$ cat src/rtl/cbm_pkg.sv
// Shared constants, codes and controller/datapath types of the command buffer.
`default_nettype none
package cbm_pkg;
	localparam int DEPTH_DEF     = 5;
	localparam int ADDR_BITS_DEF = 8;

	localparam logic [3:0] ERASE_LIMIT_RST = 4'd10;
	localparam logic [3:0] SPAN_MAX        = 4'd15;

	localparam logic [1:0] REQ_READ  = 2'd0;
	localparam logic [1:0] REQ_WRITE = 2'd1;
	localparam logic [1:0] REQ_ERASE = 2'd2;

	localparam logic [1:0] KIND_ACCEPT = 2'd0;
	localparam logic [1:0] KIND_READ   = 2'd1;
	localparam logic [1:0] KIND_FLUSH  = 2'd2;

	typedef enum logic [3:0] {
		OP_NONE,
		OP_LOAD,
		OP_READ_INIT,
		OP_READ_STEP,
		OP_COMPACT_INIT,
		OP_COMPACT_STEP,
		OP_COMPACT_END,
		OP_MERGE_STEP,
		OP_TAIL,
		OP_FLUSH_INIT,
		OP_EMIT_FLUSH,
		OP_EMIT_ACK,
		OP_EMIT_READ
	} cbm_op_t;

	typedef struct packed {
		logic is_read;
		logic is_write;
		logic is_erase;
		logic cnt_zero;
		logic full;
		logic scan_zero;
		logic compact_done;
		logic pending;
		logic flush_last;
		logic out_free;
	} cbm_status_t;
endpackage
`default_nettype wire

$ cat src/rtl/cbm_chan_if.sv
// Request and response channel interfaces of the command buffer.
`default_nettype none
interface cbm_req_if #(parameter int ADDR_BITS = cbm_pkg::ADDR_BITS_DEF);
	logic                 valid;
	logic                 ready;
	logic [1:0]           req_type;
	logic [ADDR_BITS-1:0] lba;
	logic [31:0]          write_value;
	logic [3:0]           erase_count;
	modport source (output valid, req_type, lba, write_value, erase_count, input ready);
	modport sink (input valid, req_type, lba, write_value, erase_count, output ready);
endinterface

interface cbm_rsp_if #(parameter int ADDR_BITS = cbm_pkg::ADDR_BITS_DEF);
	logic                 valid;
	logic                 ready;
	logic [1:0]           out_kind;
	logic                 read_hit;
	logic [31:0]          read_data;
	logic                 flush_is_erase;
	logic [ADDR_BITS-1:0] flush_lba;
	logic [31:0]          flush_value;
	logic [3:0]           flush_count;
	logic                 last;
	modport source (output valid, out_kind, read_hit, read_data, flush_is_erase, flush_lba,
		flush_value, flush_count, last, input ready);
	modport sink (input valid, out_kind, read_hit, read_data, flush_is_erase, flush_lba,
		flush_value, flush_count, last, output ready);
endinterface
`default_nettype wire

$ cat src/rtl/cbm_ctrl.sv
// Sequencing state machine of the command buffer.
`default_nettype none
module cbm_ctrl (
	input  wire logic               clk,
	input  wire logic               arst_n,
	input  wire logic               in_valid,
	output logic                    in_ready,
	input  wire cbm_pkg::cbm_status_t st,
	output cbm_pkg::cbm_op_t        op
);
	typedef enum logic [3:0] {
		S_IDLE, S_DECODE, S_READ, S_REPLY, S_COMPACT, S_MERGE, S_TAIL, S_ACK, S_FLUSH
	} state_t;

	state_t state_q, state_d;

	assign in_ready = (state_q == S_IDLE);

	always_comb begin
		state_d = state_q;
		op      = cbm_pkg::OP_NONE;
		unique case (state_q)
			S_IDLE: begin
				if (in_valid) begin
					op      = cbm_pkg::OP_LOAD;
					state_d = S_DECODE;
				end
			end
			S_DECODE: begin
				priority if (st.is_read) begin
					op      = cbm_pkg::OP_READ_INIT;
					state_d = S_READ;
				end else if (!(st.is_write || st.is_erase) || (st.is_erase && st.cnt_zero)) begin
					state_d = S_ACK;
				end else if (st.full) begin
					op      = cbm_pkg::OP_FLUSH_INIT;
					state_d = S_FLUSH;
				end else begin
					op      = cbm_pkg::OP_COMPACT_INIT;
					state_d = S_COMPACT;
				end
			end
			S_READ: begin
				if (st.scan_zero) begin
					state_d = S_REPLY;
				end else begin
					op = cbm_pkg::OP_READ_STEP;
				end
			end
			S_REPLY: begin
				if (st.out_free) begin
					op      = cbm_pkg::OP_EMIT_READ;
					state_d = S_IDLE;
				end
			end
			S_COMPACT: begin
				if (st.compact_done) begin
					op      = cbm_pkg::OP_COMPACT_END;
					state_d = st.is_write ? S_ACK : S_MERGE;
				end else begin
					op = cbm_pkg::OP_COMPACT_STEP;
				end
			end
			S_MERGE: begin
				if (st.scan_zero || !st.pending) begin
					state_d = S_TAIL;
				end else begin
					op = cbm_pkg::OP_MERGE_STEP;
				end
			end
			S_TAIL: begin
				op      = cbm_pkg::OP_TAIL;
				state_d = S_ACK;
			end
			S_ACK: begin
				if (st.out_free) begin
					op      = cbm_pkg::OP_EMIT_ACK;
					state_d = S_IDLE;
				end
			end
			S_FLUSH: begin
				if (st.out_free) begin
					op = cbm_pkg::OP_EMIT_FLUSH;
					if (st.flush_last) begin
						state_d = S_IDLE;
					end
				end
			end
			default: state_d = S_IDLE;
		endcase
	end

	always_ff @(posedge clk or negedge arst_n) begin
		if (!arst_n) begin
			state_q <= S_IDLE;
		end else begin
			state_q <= state_d;
		end
	end
endmodule
`default_nettype wire

$ cat src/rtl/cbm_dp.sv
// Entry storage, scan counters, merge arithmetic and output register of the command buffer.
`default_nettype none
module cbm_dp #(
	parameter int DEPTH     = cbm_pkg::DEPTH_DEF,
	parameter int ADDR_BITS = cbm_pkg::ADDR_BITS_DEF
) (
	input  wire logic                 clk,
	input  wire logic                 arst_n,
	input  wire logic                 cfg_we,
	input  wire logic [3:0]           cfg_wdata,
	input  wire logic [1:0]           in_req_type,
	input  wire logic [ADDR_BITS-1:0] in_lba,
	input  wire logic [31:0]          in_write_value,
	input  wire logic [3:0]           in_erase_count,
	input  wire cbm_pkg::cbm_op_t     op,
	output cbm_pkg::cbm_status_t      st,
	input  wire logic                 out_ready,
	output logic                      out_valid,
	output logic [1:0]                out_kind,
	output logic                      out_read_hit,
	output logic [31:0]               out_read_data,
	output logic                      out_flush_is_erase,
	output logic [ADDR_BITS-1:0]      out_flush_lba,
	output logic [31:0]               out_flush_value,
	output logic [3:0]                out_flush_count,
	output logic                      out_last
);
	localparam int IW = $clog2(DEPTH);
	localparam int CW = $clog2(DEPTH + 1);
	localparam int EW = ADDR_BITS + 1;

	logic                 ent_er_q   [DEPTH];
	logic [ADDR_BITS-1:0] ent_addr_q [DEPTH];
	logic [31:0]          ent_data_q [DEPTH];
	logic [3:0]           ent_span_q [DEPTH];

	logic [CW-1:0]        count_q, sc_q, wp_q;
	logic [3:0]           limit_q;
	logic [1:0]           type_q;
	logic [ADDR_BITS-1:0] lba_q;
	logic [31:0]          val_q;
	logic [3:0]           cnt_q;
	logic [EW-1:0]        ns_q, ne_q;
	logic                 pending_q, hit_q;
	logic [31:0]          rdata_q;

	// One entry is looked at per cycle, except while a flush beat waits for the sink; the scan counter picks it.
	logic [CW-1:0]        sc_m1;
	logic [IW-1:0]        rd_idx;
	logic                 e_er;
	logic [ADDR_BITS-1:0] e_addr;
	logic [31:0]          e_data;
	logic [3:0]           e_span;
	logic [EW-1:0]        e_s, e_t, req_s, req_e;
	logic [3:0]           lim;

	assign sc_m1  = sc_q - CW'(1);
	assign rd_idx = (op == cbm_pkg::OP_COMPACT_STEP || op == cbm_pkg::OP_EMIT_FLUSH)
		? sc_q[IW-1:0] : sc_m1[IW-1:0];
	assign e_er   = ent_er_q[rd_idx];
	assign e_addr = ent_addr_q[rd_idx];
	assign e_data = ent_data_q[rd_idx];
	assign e_span = ent_span_q[rd_idx];
	assign e_s    = EW'(e_addr);
	assign e_t    = e_s + EW'(e_span) - EW'(1);
	assign req_s  = EW'(lba_q);
	assign req_e  = EW'(lba_q) + EW'(cnt_q) - EW'(1);
	assign lim    = (limit_q == 4'd0) ? 4'd1 : limit_q;

	// Read lookup on the chosen entry.
	logic [EW-1:0] rd_len;
	logic          rd_hit;
	assign rd_len = e_er ? EW'(e_span) : EW'(1);
	assign rd_hit = (req_s >= e_s) && (req_s < e_s + rd_len);

	// Compaction keeps every entry the new command does not supersede.
	logic keep;
	always_comb begin
		if (e_er) begin
			keep = 1'b1;
		end else if (type_q == cbm_pkg::REQ_WRITE) begin
			keep = (e_addr != lba_q);
		end else begin
			keep = !((e_s >= req_s) && (e_s <= req_e));
		end
	end

	// Merge of the pending erase range into the chosen older erase entry.
	logic          m_hit;
	logic [EW-1:0] m_ts, m_te, m_len;
	always_comb begin
		m_hit = 1'b1;
		m_ts  = e_s;
		m_te  = e_t;
		priority if (e_s <= ns_q && e_t <= ne_q && ns_q <= e_t) begin
			m_te = ne_q;
		end else if (e_s >= ns_q && e_t <= ne_q) begin
			m_ts = ns_q;
			m_te = ne_q;
		end else if (e_s <= ns_q && e_t >= ne_q) begin
			m_hit = 1'b1;
		end else if (e_s >= ns_q && e_t >= ne_q && e_s <= ne_q) begin
			m_ts = ns_q;
		end else begin
			m_hit = 1'b0;
		end
	end
	assign m_len = m_te - m_ts + EW'(1);

	logic [EW-1:0] tail_len;
	logic [3:0]    tail_span;
	assign tail_len  = ne_q - ns_q + EW'(1);
	assign tail_span = (tail_len > EW'(cbm_pkg::SPAN_MAX)) ? cbm_pkg::SPAN_MAX : tail_len[3:0];

	assign st.is_read      = (type_q == cbm_pkg::REQ_READ);
	assign st.is_write     = (type_q == cbm_pkg::REQ_WRITE);
	assign st.is_erase     = (type_q == cbm_pkg::REQ_ERASE);
	assign st.cnt_zero     = (cnt_q == 4'd0);
	assign st.full         = (count_q >= CW'(DEPTH));
	assign st.scan_zero    = (sc_q == '0);
	assign st.compact_done = (sc_q == count_q);
	assign st.pending      = pending_q;
	assign st.flush_last   = (sc_q == count_q - CW'(1));
	assign st.out_free     = !out_valid || out_ready;

	always_ff @(posedge clk or negedge arst_n) begin
		if (!arst_n) begin
			limit_q   <= cbm_pkg::ERASE_LIMIT_RST;
			count_q   <= '0;
			out_valid <= 1'b0;
		end else begin
			if (cfg_we) begin
				limit_q <= cfg_wdata;
			end
			if (op == cbm_pkg::OP_EMIT_ACK || op == cbm_pkg::OP_EMIT_READ
				|| op == cbm_pkg::OP_EMIT_FLUSH) begin
				out_valid <= 1'b1;
			end else if (out_ready) begin
				out_valid <= 1'b0;
			end
			unique case (op)
				cbm_pkg::OP_COMPACT_END: begin
					count_q <= (type_q == cbm_pkg::REQ_WRITE) ? wp_q + CW'(1) : wp_q;
				end
				cbm_pkg::OP_TAIL: begin
					if (pending_q && !ns_q[ADDR_BITS]) begin
						count_q <= count_q + CW'(1);
					end
				end
				cbm_pkg::OP_EMIT_FLUSH: begin
					if (sc_q == count_q - CW'(1)) begin
						count_q <= CW'(1);
					end
				end
				default: begin
				end
			endcase
		end
	end

	always_ff @(posedge clk) begin
		unique case (op)
			cbm_pkg::OP_LOAD: begin
				type_q <= in_req_type;
				lba_q  <= in_lba;
				val_q  <= in_write_value;
				cnt_q  <= in_erase_count;
			end
			cbm_pkg::OP_READ_INIT: begin
				sc_q    <= count_q;
				hit_q   <= 1'b0;
				rdata_q <= '0;
			end
			cbm_pkg::OP_READ_STEP: begin
				if (rd_hit) begin
					hit_q   <= 1'b1;
					rdata_q <= e_er ? 32'd0 : e_data;
					sc_q    <= '0;
				end else begin
					sc_q <= sc_m1;
				end
			end
			cbm_pkg::OP_COMPACT_INIT, cbm_pkg::OP_FLUSH_INIT: begin
				sc_q <= '0;
				wp_q <= '0;
			end
			cbm_pkg::OP_COMPACT_STEP: begin
				if (keep) begin
					ent_er_q[wp_q[IW-1:0]]   <= e_er;
					ent_addr_q[wp_q[IW-1:0]] <= e_addr;
					ent_data_q[wp_q[IW-1:0]] <= e_data;
					ent_span_q[wp_q[IW-1:0]] <= e_span;
					wp_q <= wp_q + CW'(1);
				end
				sc_q <= sc_q + CW'(1);
			end
			cbm_pkg::OP_COMPACT_END: begin
				if (type_q == cbm_pkg::REQ_WRITE) begin
					ent_er_q[wp_q[IW-1:0]]   <= 1'b0;
					ent_addr_q[wp_q[IW-1:0]] <= lba_q;
					ent_data_q[wp_q[IW-1:0]] <= val_q;
					ent_span_q[wp_q[IW-1:0]] <= 4'd0;
				end
				sc_q      <= wp_q;
				ns_q      <= req_s;
				ne_q      <= req_e;
				pending_q <= 1'b1;
			end
			cbm_pkg::OP_MERGE_STEP: begin
				if (e_er && m_hit) begin
					ent_addr_q[rd_idx] <= m_ts[ADDR_BITS-1:0];
					if (m_len > EW'(lim)) begin
						ent_span_q[rd_idx] <= lim;
						ns_q <= m_ts + EW'(lim);
						ne_q <= m_te;
					end else begin
						ent_span_q[rd_idx] <= m_len[3:0];
						pending_q <= 1'b0;
					end
				end
				sc_q <= sc_m1;
			end
			cbm_pkg::OP_TAIL: begin
				// A remainder that starts past the top address covers nothing.
				if (pending_q && !ns_q[ADDR_BITS]) begin
					ent_er_q[count_q[IW-1:0]]   <= 1'b1;
					ent_addr_q[count_q[IW-1:0]] <= ns_q[ADDR_BITS-1:0];
					ent_data_q[count_q[IW-1:0]] <= '0;
					ent_span_q[count_q[IW-1:0]] <= tail_span;
				end
			end
			cbm_pkg::OP_EMIT_FLUSH: begin
				out_kind           <= cbm_pkg::KIND_FLUSH;
				out_read_hit       <= 1'b0;
				out_read_data      <= '0;
				out_flush_is_erase <= e_er;
				out_flush_lba      <= e_addr;
				out_flush_value    <= e_er ? 32'd0 : e_data;
				out_flush_count    <= e_er ? e_span : 4'd0;
				out_last           <= (sc_q == count_q - CW'(1));
				sc_q               <= sc_q + CW'(1);
				// The new command replaces the buffer once the last entry leaves.
				if (sc_q == count_q - CW'(1)) begin
					ent_er_q[0]   <= (type_q == cbm_pkg::REQ_ERASE);
					ent_addr_q[0] <= lba_q;
					ent_data_q[0] <= (type_q == cbm_pkg::REQ_ERASE) ? 32'd0 : val_q;
					ent_span_q[0] <= (type_q == cbm_pkg::REQ_ERASE) ? cnt_q : 4'd0;
				end
			end
			cbm_pkg::OP_EMIT_ACK, cbm_pkg::OP_EMIT_READ: begin
				out_kind           <= (op == cbm_pkg::OP_EMIT_READ)
					? cbm_pkg::KIND_READ : cbm_pkg::KIND_ACCEPT;
				out_read_hit       <= (op == cbm_pkg::OP_EMIT_READ) && hit_q;
				out_read_data      <= (op == cbm_pkg::OP_EMIT_READ) ? rdata_q : 32'd0;
				out_flush_is_erase <= 1'b0;
				out_flush_lba      <= '0;
				out_flush_value    <= '0;
				out_flush_count    <= '0;
				out_last           <= 1'b1;
			end
			default: begin
			end
		endcase
	end
endmodule
`default_nettype wire

$ cat src/rtl/ssd_command_buffer_merge_top.sv
// Top level of the write-combining SSD command buffer.
`default_nettype none
// Holds up to DEPTH pending write and erase commands in arrival order and answers
// reads from them. One command is handled at a time, and one entry is visited per cycle
// through the single entry port, except while a flush beat waits for the sink. A read
// is a newest-first scan, a write is a compaction pass, an erase is a compaction pass
// and a merge pass, and a write or nonzero erase that meets a full buffer flushes
// every entry. Each result beat waits while the sink holds ready low. The next command
// is accepted at the earliest in the cycle after the last beat is issued.
// erase_limit is written through cfg_we/cfg_wdata; the user must write it only while
// the block is idle, which the block itself does not enforce.
module ssd_command_buffer_merge_top #(
	parameter int DEPTH     = cbm_pkg::DEPTH_DEF,
	parameter int ADDR_BITS = cbm_pkg::ADDR_BITS_DEF
) (
	input  wire logic       clk,
	input  wire logic       arst_n,
	input  wire logic       cfg_we,
	input  wire logic [3:0] cfg_wdata,
	cbm_req_if.sink         req,
	cbm_rsp_if.source       rsp
);
	cbm_pkg::cbm_op_t     op;
	cbm_pkg::cbm_status_t st;

	cbm_ctrl u_ctrl (
		.clk      (clk),
		.arst_n   (arst_n),
		.in_valid (req.valid),
		.in_ready (req.ready),
		.st       (st),
		.op       (op)
	);

	cbm_dp #(.DEPTH(DEPTH), .ADDR_BITS(ADDR_BITS)) u_dp (
		.clk                (clk),
		.arst_n             (arst_n),
		.cfg_we             (cfg_we),
		.cfg_wdata          (cfg_wdata),
		.in_req_type        (req.req_type),
		.in_lba             (req.lba),
		.in_write_value     (req.write_value),
		.in_erase_count     (req.erase_count),
		.op                 (op),
		.st                 (st),
		.out_ready          (rsp.ready),
		.out_valid          (rsp.valid),
		.out_kind           (rsp.out_kind),
		.out_read_hit       (rsp.read_hit),
		.out_read_data      (rsp.read_data),
		.out_flush_is_erase (rsp.flush_is_erase),
		.out_flush_lba      (rsp.flush_lba),
		.out_flush_value    (rsp.flush_value),
		.out_flush_count    (rsp.flush_count),
		.out_last           (rsp.last)
	);
endmodule
`default_nettype wire

$ cat src/flat_wrapper.sv
// flat-port wrapper written by rule: the top's interface ports become plain ports
module ssd_command_buffer_merge_top_flat 
#(
	parameter int DEPTH     = cbm_pkg::DEPTH_DEF,
	parameter int ADDR_BITS = cbm_pkg::ADDR_BITS_DEF
)
  (clk, arst_n, cfg_we, cfg_wdata, req_valid, req_req_type, req_lba, req_write_value, req_erase_count, req_ready, rsp_valid, rsp_out_kind, rsp_read_hit, rsp_read_data, rsp_flush_is_erase, rsp_flush_lba, rsp_flush_value, rsp_flush_count, rsp_last, rsp_ready);
  cbm_req_if #(.ADDR_BITS(ADDR_BITS)) req_i ();
  cbm_rsp_if #(.ADDR_BITS(ADDR_BITS)) rsp_i ();
  input  wire logic clk;
  input  wire logic arst_n;
  input  wire logic cfg_we;
  input  wire logic [3:0] cfg_wdata;
  input wire logic [$bits(req_i.valid)-1:0] req_valid;
  input wire logic [$bits(req_i.req_type)-1:0] req_req_type;
  input wire logic [$bits(req_i.lba)-1:0] req_lba;
  input wire logic [$bits(req_i.write_value)-1:0] req_write_value;
  input wire logic [$bits(req_i.erase_count)-1:0] req_erase_count;
  output wire logic [$bits(req_i.ready)-1:0] req_ready;
  output wire logic [$bits(rsp_i.valid)-1:0] rsp_valid;
  output wire logic [$bits(rsp_i.out_kind)-1:0] rsp_out_kind;
  output wire logic [$bits(rsp_i.read_hit)-1:0] rsp_read_hit;
  output wire logic [$bits(rsp_i.read_data)-1:0] rsp_read_data;
  output wire logic [$bits(rsp_i.flush_is_erase)-1:0] rsp_flush_is_erase;
  output wire logic [$bits(rsp_i.flush_lba)-1:0] rsp_flush_lba;
  output wire logic [$bits(rsp_i.flush_value)-1:0] rsp_flush_value;
  output wire logic [$bits(rsp_i.flush_count)-1:0] rsp_flush_count;
  output wire logic [$bits(rsp_i.last)-1:0] rsp_last;
  input wire logic [$bits(rsp_i.ready)-1:0] rsp_ready;
  assign req_i.valid = req_valid;
  assign req_i.req_type = req_req_type;
  assign req_i.lba = req_lba;
  assign req_i.write_value = req_write_value;
  assign req_i.erase_count = req_erase_count;
  assign req_ready = req_i.ready;
  assign rsp_valid = rsp_i.valid;
  assign rsp_out_kind = rsp_i.out_kind;
  assign rsp_read_hit = rsp_i.read_hit;
  assign rsp_read_data = rsp_i.read_data;
  assign rsp_flush_is_erase = rsp_i.flush_is_erase;
  assign rsp_flush_lba = rsp_i.flush_lba;
  assign rsp_flush_value = rsp_i.flush_value;
  assign rsp_flush_count = rsp_i.flush_count;
  assign rsp_last = rsp_i.last;
  assign rsp_i.ready = rsp_ready;
  ssd_command_buffer_merge_top #(.DEPTH(DEPTH), .ADDR_BITS(ADDR_BITS)) u_core (.clk(clk), .arst_n(arst_n), .cfg_we(cfg_we), .cfg_wdata(cfg_wdata), .req(req_i), .rsp(rsp_i));
endmodule
$ cat config.mk
export PLATFORM = sky130hd
export DESIGN_NAME = ssd_command_buffer_merge_top_flat
export DESIGN_NICKNAME = d
export VERILOG_FILES = /design/src/rtl/cbm_pkg.sv /design/src/rtl/cbm_chan_if.sv /design/src/rtl/cbm_ctrl.sv /design/src/rtl/cbm_dp.sv /design/src/rtl/ssd_command_buffer_merge_top.sv /design/src/flat_wrapper.sv
export SDC_FILE = /design/constraint.sdc
export NUM_CORES = 1
export LEC_CHECK = 0
export BUFFER_PORTS_ARGS = -buffer_cell sky130_fd_sc_hd__buf_2
export CAP_MARGIN = 10
export CORE_MARGIN = 1
export CORE_UTILIZATION = 55
export CTS_BUF_LIST = sky130_fd_sc_hd__clkbuf_8
export DETAILED_ROUTE_END_ITERATION = 16
export PLACE_DENSITY = 0.73
export SETUP_SLACK_MARGIN = 0.02
export SLEW_MARGIN = 0
export SYNTH_ARGS = -nofsm -noshare
export SYNTH_HDL_FRONTEND = slang
export SYNTH_SLANG_ARGS = --single-unit
$ cat constraint.sdc
create_clock -name clk -period 23.5 [get_ports clk]
set_clock_uncertainty 0.05 [all_clocks]
set_input_delay 4.7 -clock clk [delete_from_list [all_inputs] [get_ports clk]]
set_output_delay 4.7 -clock clk [all_outputs]
set_load 0.05 [all_outputs]
=== Yosys cells after proc, flatten, opt, wreduce, memory -nomap -nowiden ===
Memories as Yosys holds them, arrays and structs flattened.
Cells that the tools add are included.
W data, S select, Z words.

* Register bits: 197
* Latch bits: 0
* Bits in writable memories: 225
* ROM bits: 0
* Input bits: 55
* Output and inout bits: 83
* Word-level logic and storage cells: 289
* Memories: 4

{| class="wikitable"
|+ Memory list
! memory !! words !! width !! read ports !! clocked after memory_dff !! write ports !! RTL line !! RTL
|-
| u_core.u_dp.ent_data_q || 5 || 32 || 1 || 0 || 1 || cbm_dp.sv:34 || <nowiki>logic [31:0] ent_data_q [DEPTH];</nowiki>
|-
| u_core.u_dp.ent_addr_q || 5 || 8 || 1 || 0 || 1 || cbm_dp.sv:33 || <nowiki>logic [ADDR_BITS-1:0] ent_addr_q [DEPTH];</nowiki>
|-
| u_core.u_dp.ent_span_q || 5 || 4 || 1 || 0 || 1 || cbm_dp.sv:35 || <nowiki>logic [3:0] ent_span_q [DEPTH];</nowiki>
|-
| u_core.u_dp.ent_er_q || 5 || 1 || 1 || 0 || 1 || cbm_dp.sv:32 || <nowiki>logic ent_er_q [DEPTH];</nowiki>
|}

* $add $sub $neg: 15
* Multiply operators: 0
* Divide/modulo/power cells: 0
* Order comparisons: 13
* Equality and inequality tests: 39
* Shift-type cells: 0
* Multiplexer cells: 134
* Bitwise operators: 5
* Reductions and logical operators: 56

{| class="wikitable"
|+ Operators by type and width
! cell !! number
|-
| $mux W32 || 7
|-
| $pmux W32 S2 || 3
|-
| $mux W4 || 26
|-
| $mux W9 || 10
|-
| $reduce_or A32 Y1 || 2
|-
| $mux W3 || 17
|-
| $mux W1 || 49
|-
| $pmux W4 S9 || 1
|-
| $pmux W9 S2 || 2
|-
| $eq A4 B3 Y1 const B || 8
|-
| $mux W8 || 4
|-
| $pmux W4 S8 || 1
|-
| $add A8 B4 Y9 || 3
|-
| $le A8 B9 Y1 || 3
|-
| $eq A4 B4 Y1 const B || 6
|-
| $reduce_or A8 Y1 || 3
|-
| $add A9 B1 Y9 const B || 2
|-
| $le A9 B9 Y1 || 2
|-
| $ne A2 B2 Y1 const B || 9
|-
| $pmux W3 S6 || 1
|-
| $sub A9 B1 Y9 const B || 2
|-
| $sub A9 B9 Y9 || 2
|-
| $eq A4 B2 Y1 const B || 4
|-
| $ge A8 B8 Y1 || 2
|-
| other kinds (38) || 93
|}

=== Longest topological paths before layout ===
An unclocked memory read counts as a cell.

* Depth in word-level cells: 32
* Depth in mapped cells: 49
* Gate-level depth less buffers: 42

=== Modules after synthesis ===
A second synthesis with hierarchy kept.

* Cells, all modules: 1,589
* Area, all modules: 21,146.5 um^2

{| class="wikitable"
|+ Modules (own cells, without submodules)
! module !! instances !! cells each !! area an instance (um^2) !! sequential area each (um^2)
|-
| cbm_dp || 1 || 1,526 || 20,616.0 || 12,514.5
|-
| cbm_ctrl || 1 || 63 || 530.5 || 100.1
|}

=== Worst setup path before layout ===
OpenSTA, ideal clock, no wires.

* Path type: input to register
* Start: input port rsp_ready
* End: register u_core.u_dp.ne_q[0], enable pin
* Setup time: 402 ps
* Arrival time: 14,249 ps
* Required time: 23,048 ps
* Setup slack: 8,799 ps
* Stages on the path: 46
* Buffers on the path: 6
* Path through: nor2b_1 > or3_1 > buf_2 > nand2_1 > ha_1 > clkbuf_1 > buf_2 > buf_1 > mux4_2 > mux2i_1 > ha_1 > inv_1 > ha_1 > inv_1 > fa_1 > nor2b_1 > o21ai_0 > nand2b_1 > [10 not listed] > clkbuf_1 > clkbuf_1 > o21ai_0 > ha_1 > inv_1 > ha_1 > inv_1 > fa_1 > inv_1 > ha_1 > o21ai_0 > nand2b_1 > a21oi_1 > a41oi_1 > nor3_1 > o2111ai_2 > o21a_1 > a2bb2oi_1

* Longest elaborated chain between the ends: 21
* Elaborated cells on any way between the ends: 46
* Classes of those cells: add/sub (4); order compare (7); eq/ne (6); mux (15); reduce/logical (11); memory (3)

{| class="wikitable"
|+ Ends and longest elaborated chain
! item !! RTL line !! RTL
|-
| start: declaration || flat_wrapper.sv:29 || <nowiki>input wire logic [$bits(rsp_i.ready)-1:0] rsp_ready;</nowiki>
|-
| $logic_or A1 B1 Y1 (*) || cbm_dp.sv:124 || <nowiki>assign st.out_free = !out_valid || out_ready;</nowiki>
|-
| $mux W4 (on tied branches) || cbm_ctrl.sv:76, cbm_ctrl.sv:51, cbm_ctrl.sv:82 ||
|-
| $pmux W4 S9 (*) || cbm_ctrl.sv:22 || <nowiki>unique case (state_q)</nowiki>
|-
| $eq A4 B3 Y1 / $eq A4 B4 Y1 (equally long branches) || cbm_dp.sv:58 || <nowiki>assign rd_idx = (op == cbm_pkg::OP_COMPACT_STEP || op == cbm_pkg::OP_EMIT_FLUSH)</nowiki>
|-
| $logic_or A1 B1 Y1 || cbm_dp.sv:58 ||
|-
| $mux W3 || cbm_dp.sv:59 || <nowiki>? sc_q[IW-1:0] : sc_m1[IW-1:0];</nowiki>
|-
| $mem_v2 Z5 W8 / $mem_v2 Z5 W4 (equally long branches) || - ||
|-
| $add A8 B4 Y9 || cbm_dp.sv:65 || <nowiki>assign e_t = e_s + EW'(e_span) - EW'(1);</nowiki>
|-
| [5 not listed] || - ||
|-
| $mux W9 || cbm_dp.sv:100 || <nowiki>end else if (e_s <= ns_q && e_t >= ne_q) begin</nowiki>
|-
| $mux W9 || cbm_dp.sv:97 || <nowiki>end else if (e_s >= ns_q && e_t <= ne_q) begin</nowiki>
|-
| $mux W9 || cbm_dp.sv:95 || <nowiki>priority if (e_s <= ns_q && e_t <= ne_q && ns_q <= e_t) begin</nowiki>
|-
| $sub A9 B9 Y9 || cbm_dp.sv:108 || <nowiki>assign m_len = m_te - m_ts + EW'(1);</nowiki>
|-
| $add A9 B1 Y9 || cbm_dp.sv:108 ||
|-
| $gt A9 B4 Y1 || cbm_dp.sv:212 || <nowiki>if (m_len > EW'(lim)) begin</nowiki>
|-
| $ne A2 B2 Y1 (no source line) || - ||
|-
| $reduce_and A3 Y1 (no source line) (*) || - ||
|-
| end signal: assignment || cbm_dp.sv:206 || <nowiki>ne_q <= req_e;</nowiki>
|-
| end signal: assignment || cbm_dp.sv:215 || <nowiki>ne_q <= m_te;</nowiki>
|-
| end: declaration || cbm_dp.sv:43 || <nowiki>logic [EW-1:0] ns_q, ne_q;</nowiki>
|}

Mark *: on every way between the ends. The rest lies on a longest branch, timed or not.
A chain may end at the register's enable or synchronous reset.

=== Worst setup path after layout ===
* Start: input port rsp_ready
* End: register u_core.u_dp.ns_q[5], enable pin

* Longest elaborated chain between the ends: 21
* Elaborated cells on any way between the ends: 46
* Classes of those cells: add/sub (4); order compare (7); eq/ne (6); mux (15); reduce/logical (11); memory (3)

{| class="wikitable"
|+ Ends and longest elaborated chain
! item !! RTL line !! RTL
|-
| $logic_or A1 B1 Y1 (*) || cbm_dp.sv:124 ||
|-
| $mux W4 (on tied branches) || cbm_ctrl.sv:76, cbm_ctrl.sv:51, cbm_ctrl.sv:82 ||
|-
| $pmux W4 S9 (*) || cbm_ctrl.sv:22 ||
|-
| $eq A4 B3 Y1 / $eq A4 B4 Y1 (equally long branches) || cbm_dp.sv:58 ||
|-
| $logic_or A1 B1 Y1 || cbm_dp.sv:58 ||
|-
| $mux W3 || cbm_dp.sv:59 ||
|-
| $mem_v2 Z5 W8 / $mem_v2 Z5 W4 (equally long branches) || - ||
|-
| $add A8 B4 Y9 || cbm_dp.sv:65 ||
|-
| [5 not listed] || - ||
|-
| $mux W9 || cbm_dp.sv:100 ||
|-
| $mux W9 || cbm_dp.sv:97 ||
|-
| $mux W9 || cbm_dp.sv:95 ||
|-
| $sub A9 B9 Y9 || cbm_dp.sv:108 ||
|-
| $add A9 B1 Y9 || cbm_dp.sv:108 ||
|-
| $gt A9 B4 Y1 || cbm_dp.sv:212 ||
|-
| $ne A2 B2 Y1 (no source line) || - ||
|-
| $reduce_and A3 Y1 (no source line) (*) || - ||
|-
| end signal: assignment || cbm_dp.sv:205 || <nowiki>ns_q <= req_s;</nowiki>
|-
| end signal: assignment || cbm_dp.sv:214 || <nowiki>ns_q <= m_ts + EW'(lim);</nowiki>
|-
| end: declaration || cbm_dp.sv:43 ||
|}

Marks and branches as above.

==> impl_metrics.csv <==
group,metric,value,unit
synthesis,ys_top_cells_by_area,"edfxtp_1 (59%), ha_1 (7.9%), mux4_2 (4.4%)",
layout,fill_cells,2813,
setup_path,slowest_stage,"a2bb2oi_2",
global_routing,first_global_vias,13800,
layout,final-seq-area,12600,um^2
clocking,ctsHoldBuffers,0,
routing,drt_iter0_drc,1095,
synthesis,synth_xor_xnor_area_share,1.77,%
floorplan,rows,70,
synthesis,synth_area,20800,um^2
synthesis,synth_fa_ha_area_share,8.44,%
setup_path,crit_family,"compound AO/OA/AOI/OAI gates",
worst_hold_path,hp-class,"reg -> reg",
timing,worst_slew_pin_slew,1060,ps
global_routing,antenna_found_initial,1,
timing,slew_headroom,29.1,%
outcome,outcome,"complete, no violations",
routing,via_per_inst,6.07,
synthesis,synth-async-reset-ratio,2.84,%
routing,antenna_left,0,
placed_design,gp_congestion,0.935,
placed_design,hpwl,36800,um
clocking,cts_buffers,69,
synthesis,synth.most_common_cell,"edfxtp_1",
placed_design,port_buffers,137,
layout,area_growth,12.4,%
clocking,cts.htree.levels,3,
setup_path,cpPeakStageDelay,820,ps
setup_path,critPathArrivalTime,14880,ps
clocking,clkTransAtPathRegs,60,ps
floorplan,ioPinCount,138,
clocking,clk_latency,610,ps
synthesis,synth_edf_count,410,
synthesis,synth_flop_cell,"edfxtp_1",
synthesis,avgSynthCellArea,13.3,um^2
synthesis,synthesis.nets,1755,
clocking,clock_path_buffers,3,
floorplan,die_area,38700,um^2
clocking,cts_resized,0,
global_routing,grt_max_degree,58,
synthesis,synth_top_area_share,59.1,%
timing,period_share,62.6,%
layout,multiInputGateArea,7650,um^2
global_routing,grt_usage,28.0,%
setup_path,worstSetupPathType,"in -> reg",
synthesis,synth_cell_types,89,
synthesis,synthCells,1563,
floorplan,core,37000,um^2
routing,vias,13900,
routing,wirelength,52900,um
synthesis,yosys.area_share.simple,8.91,%
synthesis,yosysWarnings,0,
timing,rsz0062_at_grt,"false",
routing,drt_first_pass_iters,5,
routing,drc,0,
clocking,cts-root-buf,"clkbuf_8",
timing,setup_violations,0,
timing,min_period,14710,ps
clocking,clock-sinks,422,
clocking,cts_setup_buffers,0,
layout,fin_nets,1926,
setup_path,cp_max_fo,33,
layout,drive_gt1_share,19.0,%
run,cap_viol_max_count,0,
setup_path,endpoint_kind,"flip-flop",
routing,wl_per_cell,23.1,um
timing,slew_viol_final,0,
layout,antenna_cells,0,
setup_path,critPathBufInv,8,
synthesis,synth_seq_cells,422,
synthesis,synth_top_area_cell,"edfxtp_1",
timing,final-hold-violation-count,0,
global_routing,grt_pass1_wl,80900,um
setup_path,cp.required,23670,ps
synthesis,synth_compound_area_share,9.98,%
synthesis,yosysSeqAreaShare,60.6,%
synthesis,synth.top_cells.by_count,"edfxtp_1 (410), ha_1 (131), nor2_1 (129), inv_1 (103), nand2_1 (99)",
timing,fin_ws,8790,ps
floorplan,die_h,197,um
global_routing,overflow,0,
timing,fmax,68.0,MHz
placed_design,pre_cts_ws,8280,ps
floorplan,start_util,56.4,%
clocking,cts_tree,"built",
synthesis,synth_mux_area_share,7.17,%
timing,setup_tns,0,ps
setup_path,start_kind,"primary input",
synthesis,synth_top_family_by_area,"compound AO/OA/AOI/OAI gates",
floorplan,die_x,197,um
[cell families after synthesis]
family	Yosys count
and+or+nand+nor	389
DFF	422
adders and majority gates	137
xor gates and xnor gates	42
muxes	97
buffers and inverters	170
AOI/OAI and AO/OA	306
[worst paths after layout]
check                                    startpoint                     end  slack, ps  cells past startpoint
min                          u_core.u_dp.limit_q[0]  u_core.u_dp.limit_q[0]        480                      1
max                                       rsp_ready     u_core.u_dp.ns_q[5]       8790                     42
min in group asynchronous                    arst_n   u_core.u_dp.out_valid       3940                      1
max in group asynchronous                    arst_n  u_core.u_dp.limit_q[1]      19140                      1
min reg2reg                  u_core.u_dp.limit_q[0]  u_core.u_dp.limit_q[0]        480                      1
max reg2reg                u_core.u_ctrl.state_q[1]     u_core.u_dp.ns_q[5]      12040                     41
[cell usage in the layout, fill, tap and decap left out, types with 11 or more instances in the layout]
master	Yosys	final
clkbuf_8	0	70
a21o_1	21	21
o21ai_0	96	95
buf_2	13	137
xnor2_1	25	25
a21oi_1	54	54
nand4_1	13	13
mux2i_1	49	49
xor2_1	17	17
o21a_1	14	14
inv_1	103	120
ha_1	131	130
a211oi_1	11	11
and3_1	37	37
nand2b_1	18	18
clkinv_1	0	18
nand2_1	99	98
edfxtp_1	410	410
nor2b_1	16	16
buf_4	0	28
nor2_1	129	123
nand3_1	14	14
nor3_1	27	26
mux4_2	41	41
[layer usage]
layer  routed length [um]  GRT usage (%)  share of wire [%]  up-vias
met2                24700           44.2                 47      668
met4                 1250           8.64                2.4        2
met1                22500           39.8                 42     6861
met5                   13              0              0.025        -
met3                 4560           4.95                8.6       99
li1                     -              -                  -     6263
[flip-flops by register name, summed over array words and instances (netlist names), 3 cells and up]
register                     flops
u_core.u_dp.ent_data_q         160
u_core.u_dp.ent_addr_q          40
u_core.u_dp.out_flush_value     32
u_core.u_dp.out_read_data       32
u_core.u_dp.rdata_q             32
u_core.u_dp.val_q               32
u_core.u_dp.ent_span_q          20
u_core.u_dp.ne_q                 9
u_core.u_dp.ns_q                 9
u_core.u_dp.lba_q                8
u_core.u_dp.out_flush_lba        8
u_core.u_dp.ent_er_q             5
u_core.u_ctrl.state_q            4
u_core.u_dp.cnt_q                4
u_core.u_dp.limit_q              4
u_core.u_dp.out_flush_count      4
u_core.u_dp.count_q              3
u_core.u_dp.sc_q                 3
u_core.u_dp.wp_q                 3
[area by class of cell]
cell class / instances / area share (%)
clock buffer: 70 / 4.11
clock inverter: 51 / 1.13
inverter: 104 / 1.67
multi-input combinational: 971 / 32.7
sequential: 422 / 53.9
tap: 504 / 2.69
timing repair buffer: 166 / 3.85
[stage by stage]
stage	hold slack, ps	instances	utilization, %	cell area (um^2)
floorplan	432	1563	-	20800
global placement	461	2166	60.0	22200
detailed placement	464	2166	60.0	22200
CTS	477	2287	63.3	23400
global route	512	2288	63.3	23400
finish	477	2288	63.3	23400
Power is not shown: default switching activity piles up to over one toggle a cycle in this logic, so the estimate is an artifact.
